==> src/hdl/tmsh_pkg.sv <==
// package: widths, multiplier constant and substitution table of the string hash
`default_nettype none

package tmsh_pkg;

  // field widths
  localparam int DATA_W         = 8;
  localparam int LEN_W          = 32;
  localparam int OUT_W          = 64;
  localparam int POS_W          = 8;

  // default accumulator width and multiplier
  localparam int HASH_WIDTH_DEF = 64;
  localparam int HASH_MULT      = 1717;

  // byte substitution table, indexed by byte plus position
  localparam logic [7:0] SUBST_TAB [256] = '{
    8'ha3,8'hd7,8'h09,8'h83,8'hf8,8'h48,8'hf6,8'hf4,8'hb3,8'h21,8'h15,8'h78,8'h99,8'hb1,8'haf,8'hf9,
    8'he7,8'h2d,8'h4d,8'h8a,8'hce,8'h4c,8'hca,8'h2e,8'h52,8'h95,8'hd9,8'h1e,8'h4e,8'h38,8'h44,8'h28,
    8'h0a,8'hdf,8'h02,8'ha0,8'h17,8'hf1,8'h60,8'h68,8'h12,8'hb7,8'h7a,8'hc3,8'he9,8'hfa,8'h3d,8'h53,
    8'h96,8'h84,8'h6b,8'hba,8'hf2,8'h63,8'h9a,8'h19,8'h7c,8'hae,8'he5,8'hf5,8'hf7,8'h16,8'h6a,8'ha2,
    8'h39,8'hb6,8'h7b,8'h0f,8'hc1,8'h93,8'h81,8'h1b,8'hee,8'hb4,8'h1a,8'hea,8'hd0,8'h91,8'h2f,8'hb8,
    8'h55,8'hb9,8'hda,8'h85,8'h3f,8'h41,8'hbf,8'he0,8'h5a,8'h58,8'h80,8'h5f,8'h66,8'h0b,8'hd8,8'h90,
    8'h35,8'hd5,8'hc0,8'ha7,8'h33,8'h06,8'h65,8'h69,8'h45,8'h00,8'h94,8'h56,8'h6d,8'h98,8'h9b,8'h76,
    8'h97,8'hfc,8'hb2,8'hc2,8'hb0,8'hfe,8'hdb,8'h20,8'he1,8'heb,8'hd6,8'he4,8'hdd,8'h47,8'h4a,8'h1d,
    8'h42,8'hed,8'h9e,8'h6e,8'h49,8'h3c,8'hcd,8'h43,8'h27,8'hd2,8'h07,8'hd4,8'hde,8'hc7,8'h67,8'h18,
    8'h89,8'hcb,8'h30,8'h1f,8'h8d,8'hc6,8'h8f,8'haa,8'hc8,8'h74,8'hdc,8'hc9,8'h5d,8'h5c,8'h31,8'ha4,
    8'h70,8'h88,8'h61,8'h2c,8'h9f,8'h0d,8'h2b,8'h87,8'h50,8'h82,8'h54,8'h64,8'h26,8'h7d,8'h03,8'h40,
    8'h34,8'h4b,8'h1c,8'h73,8'hd1,8'hc4,8'hfd,8'h3b,8'hcc,8'hfb,8'h7f,8'hab,8'he6,8'h3e,8'h5b,8'ha5,
    8'had,8'h04,8'h23,8'h9c,8'h14,8'h51,8'h22,8'hf0,8'h29,8'h79,8'h71,8'h7e,8'hff,8'h8c,8'h0e,8'he2,
    8'h0c,8'hef,8'hbc,8'h72,8'h75,8'h6f,8'h37,8'ha1,8'hec,8'hd3,8'h8e,8'h62,8'h8b,8'h86,8'h10,8'he8,
    8'h08,8'h77,8'h11,8'hbe,8'h92,8'h4f,8'h24,8'hc5,8'h32,8'h36,8'h9d,8'hcf,8'hf3,8'ha6,8'hbb,8'hac,
    8'h5e,8'h6c,8'ha9,8'h13,8'h57,8'h25,8'hb5,8'he3,8'hbd,8'ha8,8'h3a,8'h01,8'h05,8'h59,8'h2a,8'h46
  };

endpackage

`default_nettype wire

==> src/hdl/table_multiply_string_hash.sv <==
// top level: byte-serial table/multiply string hash with registered result
`default_nettype none

// Hashes a byte string delivered one byte per input transfer. The first byte
// seeds the accumulator with in_string_len and clears the position; each byte
// XORs in a table entry picked by (byte + position) mod 256, then the
// accumulator is multiplied by 1717 modulo 2^HASH_WIDTH. The transfer that
// carries in_last_byte produces one result; an in_empty_string transfer
// produces hash 0 and clears the state. One byte is taken every cycle while
// the result side keeps up; in_ready drops only while an untaken result sits
// in the output register and the item in the second stage would produce
// another, and it follows out_ready in the same cycle. out_valid rises after
// the last byte has passed the first stage, which does the synchronous table
// read, and the second, which applies the xor and constant multiply, closing
// the accumulator loop combinationally, and loads the output register.
// Result bits at and above HASH_WIDTH are zero.
module table_multiply_string_hash
  import tmsh_pkg::*;
#(
  parameter int HASH_WIDTH = HASH_WIDTH_DEF
) (
  input  wire                clk,
  input  wire                rst_n,
  input  wire                in_valid,
  output logic               in_ready,
  input  wire  [DATA_W-1:0]  in_data_byte,
  input  wire  [LEN_W-1:0]   in_string_len,
  input  wire                in_first_byte,
  input  wire                in_last_byte,
  input  wire                in_empty_string,
  output logic               out_valid,
  input  wire                out_ready,
  output logic [OUT_W-1:0]   out_hash_value
);

  // stage 0 position counter
  logic [POS_W-1:0]      pos_r;
  logic [POS_W-1:0]      pos_eff;
  logic [POS_W-1:0]      pos_nxt;
  logic [POS_W-1:0]      tab_idx;

  // stage 1 registers
  logic                  v1_r;
  logic                  first1_r;
  logic                  last1_r;
  logic                  empty1_r;
  logic [LEN_W-1:0]      len1_r;
  logic [7:0]            tab1_r;

  // accumulator and output register
  logic [HASH_WIDTH-1:0] acc_r;
  logic [HASH_WIDTH-1:0] acc_nxt;
  logic [HASH_WIDTH-1:0] acc_seed;
  logic [HASH_WIDTH-1:0] acc_mix;
  logic                  out_valid_r;
  logic [OUT_W-1:0]      out_hash_r;

  logic                  in_xfer;
  logic                  emits1;
  logic                  stall1;
  logic                  commit1;

  // handshake and pipeline control
  assign emits1   = last1_r | empty1_r;
  assign stall1   = v1_r & emits1 & out_valid_r & ~out_ready;
  assign commit1  = v1_r & ~stall1;
  assign in_ready = ~stall1;
  assign in_xfer  = in_valid & in_ready;

  // table index from byte plus position
  assign pos_eff = in_first_byte ? '0 : pos_r;
  assign tab_idx = in_data_byte + pos_eff;
  assign pos_nxt = in_empty_string ? '0 : pos_eff + POS_W'(1);

  always_ff @(posedge clk) begin
    if (!rst_n) begin
      pos_r <= '0;
    end else if (in_xfer) begin
      pos_r <= pos_nxt;
    end
  end

  // stage 1 valid
  always_ff @(posedge clk) begin
    if (!rst_n) begin
      v1_r <= 1'b0;
    end else if (in_ready) begin
      v1_r <= in_valid;
    end
  end

  // synchronous table read and item flags
  always_ff @(posedge clk) begin
    if (in_xfer) begin
      tab1_r   <= SUBST_TAB[tab_idx];
      first1_r <= in_first_byte;
      last1_r  <= in_last_byte;
      empty1_r <= in_empty_string;
      len1_r   <= in_string_len;
    end
  end

  // accumulator update: seed, xor table entry, multiply
  assign acc_seed = first1_r ? HASH_WIDTH'(len1_r) : acc_r;
  assign acc_mix  = acc_seed ^ HASH_WIDTH'(tab1_r);
  assign acc_nxt  = empty1_r ? '0 : HASH_WIDTH'(acc_mix * HASH_WIDTH'(HASH_MULT));

  always_ff @(posedge clk) begin
    if (!rst_n) begin
      acc_r <= '0;
    end else if (commit1) begin
      acc_r <= acc_nxt;
    end
  end

  // output register
  always_ff @(posedge clk) begin
    if (!rst_n) begin
      out_valid_r <= 1'b0;
    end else if (commit1 && emits1) begin
      out_valid_r <= 1'b1;
    end else if (out_ready) begin
      out_valid_r <= 1'b0;
    end
  end

  always_ff @(posedge clk) begin
    if (commit1 && emits1) begin
      out_hash_r <= OUT_W'(acc_nxt);
    end
  end

  assign out_valid      = out_valid_r;
  assign out_hash_value = out_hash_r;

  // checks
  a_no_accept_on_stall: assert property (@(posedge clk) disable iff (!rst_n)
    stall1 |-> !in_ready)
    else $error("input taken while result stage is stalled");

  a_empty_gives_zero: assert property (@(posedge clk) disable iff (!rst_n)
    (commit1 && empty1_r) |=> (out_valid && out_hash_value == '0 && acc_r == '0))
    else $error("empty string did not give hash zero");

  a_empty_clears_pos: assert property (@(posedge clk) disable iff (!rst_n)
    (in_xfer && in_empty_string) |=> (pos_r == '0))
    else $error("empty string did not clear position");

  a_first_pos: assert property (@(posedge clk) disable iff (!rst_n)
    (in_xfer && in_first_byte && !in_empty_string) |=> (pos_r == POS_W'(1)))
    else $error("first byte did not restart position");

  a_upper_zero: assert property (@(posedge clk) disable iff (!rst_n)
    out_valid |-> ((out_hash_value >> HASH_WIDTH) == '0))
    else $error("hash bits above accumulator width are set");

endmodule

`default_nettype wire

==> config.mk <==
export PLATFORM = sky130hd
export DESIGN_NAME = table_multiply_string_hash
export DESIGN_NICKNAME = d
export VERILOG_FILES = /design/src/hdl/tmsh_pkg.sv /design/src/hdl/table_multiply_string_hash.sv
export SDC_FILE = /design/constraint.sdc
export NUM_CORES = 1
export LEC_CHECK = 0
export BUFFER_PORTS_ARGS = -buffer_cell sky130_fd_sc_hd__buf_4
export CORE_MARGIN = 2
export CORE_UTILIZATION = 40
export CTS_CLUSTER_SIZE = 12
export DETAILED_ROUTE_END_ITERATION = 12
export GPL_TIMING_DRIVEN = 0
export SYNTH_ARGS = -nofsm -noshare
export SYNTH_HDL_FRONTEND = slang
export SYNTH_SLANG_ARGS = --single-unit
==> constraint.sdc <==
create_clock -name clk -period 10.9 [get_ports clk]
set_clock_uncertainty 0.15 [all_clocks]
set_input_delay 1.09 -clock clk [delete_from_list [all_inputs] [get_ports clk]]
set_output_delay 1.09 -clock clk [all_outputs]
set_load 0.02 [all_outputs]
**After elaboration in Yosys (flattened, before gate mapping)**

Memory sizes are Yosys's and may differ from the RTL's. A register that Yosys moved wholly into a read port is not among the register bits.
Cells that the tools add are included.

- Flip-flop bits (word level): 173
- Bits in read-only memories: 2048
- Input bits: 47
- Output and inout bits: 66
- Logic and storage cells: 31
- Memories kept: 1

- $add $sub $neg: 2
- Multiply operators: 1
- Multiplexer cells: 6
- Bitwise gates (word level): 10
- Reduce and logical (&&, ||, !) cells: 2

Memory list:

| name | depth | width | read ports | clocked after Yosys merged registers in | wr ports | RTL line | text |
|---|---|---|---|---|---|---|---|
| (no name shown) | 256 | 8 | 1 | 1 | 0 | table_multiply_string_hash.sv:95 | `tab1_r <= SUBST_TAB[tab_idx];` |

Operators with widths:

| operator | number |
|---|---|
| two-way mux 64 bit | 2 |
| multiplier 64 x 11 -> 64 bit, second input constant | 1 |
| XOR 64 x 8 -> 64 bit | 1 |
| two-way mux 8 bit | 2 |
| NOT 8 -> 9 bit | 1 |
| adder 8 x 1 -> 8 bit, second input constant | 1 |
| adder 8 bit | 1 |
| AND 1 bit | 5 |
| two-way mux 1 bit | 2 |
| NOT 1 bit | 2 |
| nonzero test 2 bit | 1 |
| logical AND 1 bit | 1 |
| bitwise OR 1 bit | 1 |

**Logic depth before layout (Yosys ltp)**

- Depth in word-level cells: 8
- Mapped depth: 25
- Mapped depth without buffers: 22

**Worst setup path after synthesis**

Ideal clock, no wire load.

- Path kind: reg-to-reg
- From: register first1_r
- To: register out_hash_r[54] (netlist: out_hash_value[54]) (data pin)
- Library setup time: 255 ps
- Arrival: 6343 ps
- Data required time: 10495 ps
- Slack: 4151 ps
- Cell stages (with the launch flop): 26
- Buffers on the path: 4
- Period minus slack after synthesis: 6749 ps
- Path through: edfxtp_1 clkbuf_1 clkbuf_1 buf_1 mux2_2 ha_1 inv_1 fa_1 inv_1 fa_1 fa_1 inv_1 fa_1 inv_1 ha_1 buf_6 a21o_1 a21o_1 a21oi_1 o21ai_1 a21oi_2 a21oi_4 o21ai_4 a21oi_2 or3_1 and3b_1

- Word-level cells in the longest chain between the ends: 4

RTL lines:

| element | RTL line | text |
|---|---|---|
| from (decl) | table_multiply_string_hash.sv:44 | `logic first1_r;` |
| from (signal assigned) | table_multiply_string_hash.sv:96 | `first1_r <= in_first_byte;` |
| two-way mux 64 bit | table_multiply_string_hash.sv:104 | `assign acc_seed = first1_r ? HASH_WIDTH'(len1_r) : acc_r;` |
| XOR 64 x 8 -> 64 bit | table_multiply_string_hash.sv:105 | `assign acc_mix = acc_seed ^ HASH_WIDTH'(tab1_r);` |
| multiplier 64 x 11 -> 64 bit | table_multiply_string_hash.sv:106 | `assign acc_nxt = empty1_r ? '0 : HASH_WIDTH'(acc_mix * HASH_WIDTH'(HASH_MULT));` |
| two-way mux 64 bit | table_multiply_string_hash.sv:106 |  |
| net acc_nxt[54] | table_multiply_string_hash.sv:52 | `logic [HASH_WIDTH-1:0] acc_nxt;` |
| to (signal assigned) | table_multiply_string_hash.sv:129 | `out_hash_r <= OUT_W'(acc_nxt);` |
| to (decl) | table_multiply_string_hash.sv:56 | `logic [OUT_W-1:0] out_hash_r;` |

The timed path passes the listed nets, and every way through them passes these cells.
A chain may end at the register's enable or synchronous reset.

**Worst setup path after layout**

- From: register first1_r
- To: register out_hash_r[47] (netlist: out_hash_value[47]) (data pin)

Same word-level chain as after synthesis.

==> load_flow_metrics.sql <==
INSERT INTO impl_metrics (metric_group, metric, value, unit) VALUES
('cts', 'clkSinkCount', '181', ''),
('hold_path', 'min_from', 'acc_r[58]$_SDFFE_PN0P_', ''),
('floorplanning', 'fp-row-count', '89', ''),
('place', 'post_place_cell_area', '25700', 'µm²'),
('layout', 'layout.nets', '3374', ''),
('critical_path', 'timing.reg2reg.worst_path_depth', '24', ''),
('synth', 'postSynth.topFlopCell', 'sky130_fd_sc_hd__edfxtp_1', ''),
('synth', 'synthArstFlopShare', '0', '%'),
('critical_path', 'critPathRequiredTime', '10.98', 'ns'),
('critical_path', 'path_depth', '24', ''),
('sta', 'maxSlewHeadroom', '17.1', '%'),
('synth', 'flop_and_latch_count_out_of_synthesis', '181', ''),
('cts', 'clk_latency', '0.51', 'ns'),
('synth', 'synthCells', '2652', ''),
('global_routing', 'vias_in_the_first_global_route', '21045', ''),
('sta', 'time_the_worst_path_needs_with_i_o_delays_and_setup', '9.10', 'ns'),
('hold_path', 'min_path_cells', '2', ''),
('sta', 'highest_clock_frequency_the_design_can_meet', '110', 'MHz'),
('synth', 'synth_area', '23800', 'µm²'),
('cts', 'clk_root_buffer_cell', 'sky130_fd_sc_hd__clkbuf_16', ''),
('synth', 'synth_cell_type_count', '86', ''),
('critical_path', 'worstReg2RegStart', 'first1_r$_DFFE_PP_', ''),
('synth', 'synthesis.area_per_instance', '8.96', 'µm²'),
('place', 'io_buffer_count', '112', ''),
('detailed_routing', 'route.final.wire_length', '87200', 'µm'),
('floorplanning', 'design.core.area', '58900', 'µm²'),
('sta', 'setup_violations', '0', ''),
('hold_path', 'worstHoldEndpoint', 'acc_r[58]$_SDFFE_PN0P_', ''),
('synth', 'yosys_warnings', '0', ''),
('cts', 'numCtsBuffers', '17', ''),
('synth', 'post_synthesis_net_count', '3240', ''),
('synth', 'post-synth-top-area-cell', 'sky130_fd_sc_hd__fa_1', ''),
('global_routing', 'grt_usage', '29.4', '%'),
('sta', 'worst_hold_slack', '0.297', 'ns'),
('sta', 'timing_hold_violations_final', '0', ''),
('layout', 'synthToLayoutAreaGrowth', '10.4', '%'),
('outcome', 'result_of_the_run', 'finished, final reports clean', ''),
('place', 'place.gp.congestion', '1.01', ''),
('critical_path', 'critical_path_buf_inv_count', '7', ''),
('layout', 'most-common-layout-cells', '559 x sky130_fd_sc_hd__inv_1, 275 x sky130_fd_sc_hd__fa_1, 266 x sky130_fd_sc_hd__ha_1', ''),
('cts', 'cts_repair_resize_count', '0', ''),
('flow_run', 'maxCapViolations', '0', ''),
('sta', 'final_report_max_slew_violation_count', '0', ''),
('synth', 'post_synth_main_area_contributors', 'sky130_fd_sc_hd__fa_1 23%, sky130_fd_sc_hd__ha_1 14%, sky130_fd_sc_hd__edfxtp_1 14%', ''),
('layout', 'mostFrequentLayoutCell', 'sky130_fd_sc_hd__inv_1', ''),
('cts', 'post_cts_hold_buffer_count', '0', ''),
('critical_path', 'r2r_setup_slack', '1.80', 'ns'),
('critical_path', 'cp-start-kind', 'flop', ''),
('cts', 'cts.htree.levels', '4', ''),
('detailed_routing', 'drt_pre_antenna_iters', '6', ''),
('layout', 'final_area', '26200', 'µm²'),
('detailed_routing', 'route.vias.total', '20039', ''),
('floorplanning', 'floorplan.io_pins', '113', ''),
('critical_path', 'regToRegEndpoint', 'out_hash_value[47]$_DFFE_PP_', ''),
('cts', 'tritoncts', 'yes', ''),
('detailed_routing', 'drt_iter0_drc', '1490', ''),
('global_routing', 'grt_overflow_total', '0', ''),
('place', 'detailedPlacementHpwl', '70600', 'µm'),
('critical_path', 'critical_path.cell_chain', 'clkbuf_1, clkbuf_1, buf_1, mux2_2, ha_1, inv_1, fa_1, inv_1, fa_1, fa_1, inv_1, fa_1, inv_1, ha_1, a21oi_1, o21ai_1, a311o_1, a221o_1, nand4_1, o211a_1, o21ai_1, a31oi_1, xor2_1, nor2_1', ''),
('sta', 'setup_repair_after_global_routing_missed_its_margin', 'false', ''),
('global_routing', 'grt_antenna_before_repair', '1', ''),
('detailed_routing', 'final_antenna_net_count', '0', ''),
('detailed_routing', 'drc', '0', ''),
('critical_path', 'kind_of_cell_with_the_highest_combined_delay_on_the_critical_path', 'adder cells', ''),
('detailed_routing', 'routed_via_density', '5.61', ''),
('critical_path', 'critPathMaxStageDelay', '0.90', 'ns'),
('critical_path', 'critical-path-slowest-cell', 'sky130_fd_sc_hd__clkbuf_1', ''),
('critical_path', 'critical_path_peak_fanout', '10', ''),
('layout', 'post_route_cells_drive_above_1_share', '9.04', '%'),
('synth', 'synth_seq_area_share', '19.8', '%'),
('cts', 'post-cts-setup-buffer-count', '0', '');
how the worst max path moves through the flow:
stage / end / slack, ns
finish: out_hash_value[47]$_DFFE_PP_ / 1.80
global route: out_hash_value[57]$_DFFE_PP_ / 1.49
CTS: out_hash_value[57]$_DFFE_PP_ / 1.80
detailed placement: out_hash_value[57]$_DFFE_PP_ / 1.86
global placement: out_hash_value[57]$_DFFE_PP_ / 1.89
floorplan: out_hash_value[54]$_DFFE_PP_ / 4.15
tightest hold or removal path, delay by kind of cell (launching register included):
kind,cells,cell delay [ns]
and+or+nand+nor,1,0.04
DFF,1,0.31
AOI/OAI and AO/OA,1,0.05
final cells by class:
type | instances | area [µm²]
Inverter | 561 | 2110
Fill cell | 5775 | 32700
Tap cell | 773 | 967
Clock buffer | 18 | 439
Buffer | 119 | 522
Multi-Input combinational cell | 1791 | 16500
Timing Repair Buffer | 115 | 908
Clock inverter | 14 | 154
Antenna cell | 1 | 2.50
Sequential cell | 181 | 4690
kinds of logic (layout without fill, tap and decap cells):
family,after synthesis,count (layout),share of synthesized area [%]
mux,46,46,2.29
fa+ha+maj,541,541,37.2
compound gates,525,525,14.5
flops,181,181,19.8
buf+inv,680,827,11.1
simple gates,588,588,11.8
xor+xnor,91,91,3.45
other cells,0,1,0
stage by stage:
| stage | setup slack (ns) | cells | utilization [%] |
|---|---|---|---|
| 5_1_grt | 1.49 | 3572 | 44.6 |
| 6_report | 1.80 | 3573 | 44.6 |
| 2_1_floorplan | 4.15 | 2652 | - |
| 4_1_cts | 1.80 | 3572 | 44.6 |
| 3_5_place_dp | 1.86 | 3540 | 43.5 |
| 3_3_place_gp | 1.89 | 3537 | 43.4 |
synthesized netlist by cell type (21+ instances only):
cell type                  number
sky130_fd_sc_hd__inv_1        560
sky130_fd_sc_hd__clkbuf_1      73
sky130_fd_sc_hd__edfxtp_1     107
sky130_fd_sc_hd__o21ai_0       93
sky130_fd_sc_hd__mux2_2        27
sky130_fd_sc_hd__a21o_1        30
sky130_fd_sc_hd__fa_1         275
sky130_fd_sc_hd__ha_1         266
sky130_fd_sc_hd__a31oi_1       25
sky130_fd_sc_hd__o21ai_1       35
sky130_fd_sc_hd__xnor2_1       63
sky130_fd_sc_hd__a21boi_0      32
sky130_fd_sc_hd__o211ai_1      21
sky130_fd_sc_hd__buf_2         30
sky130_fd_sc_hd__xor2_1        25
sky130_fd_sc_hd__a21oi_1      131
sky130_fd_sc_hd__nor2b_1       68
sky130_fd_sc_hd__nor3_1        39
sky130_fd_sc_hd__nor2_1       133
sky130_fd_sc_hd__nand2_1      196
sky130_fd_sc_hd__dfxtp_1       74
sky130_fd_sc_hd__nand3_1       53
flip-flops by register name (all words and copies together) (netlist names):
| name | count |
|---|---|
| v1_r | 1 |
| out_valid | 1 |
| last1_r | 1 |
| len1_r | 32 |
| first1_r | 1 |
| empty1_r | 1 |
| out_hash_value | 64 |
| tab1_r | 8 |
| acc_r | 64 |
| pos_r | 8 |
layer usage:
layer	share of wire, %	up-vias	global-route usage [%]
met1	44	10046	39.6
met5	0.0092	-	0
met3	6.5	188	4.98
met2	45	802	46.7
met4	4.1	2	12.0
li1	-	9001	-
Power is left out: the tool's default activity adds up to more than one toggle a clock period on the data nets, which glitch-free logic cannot reach.
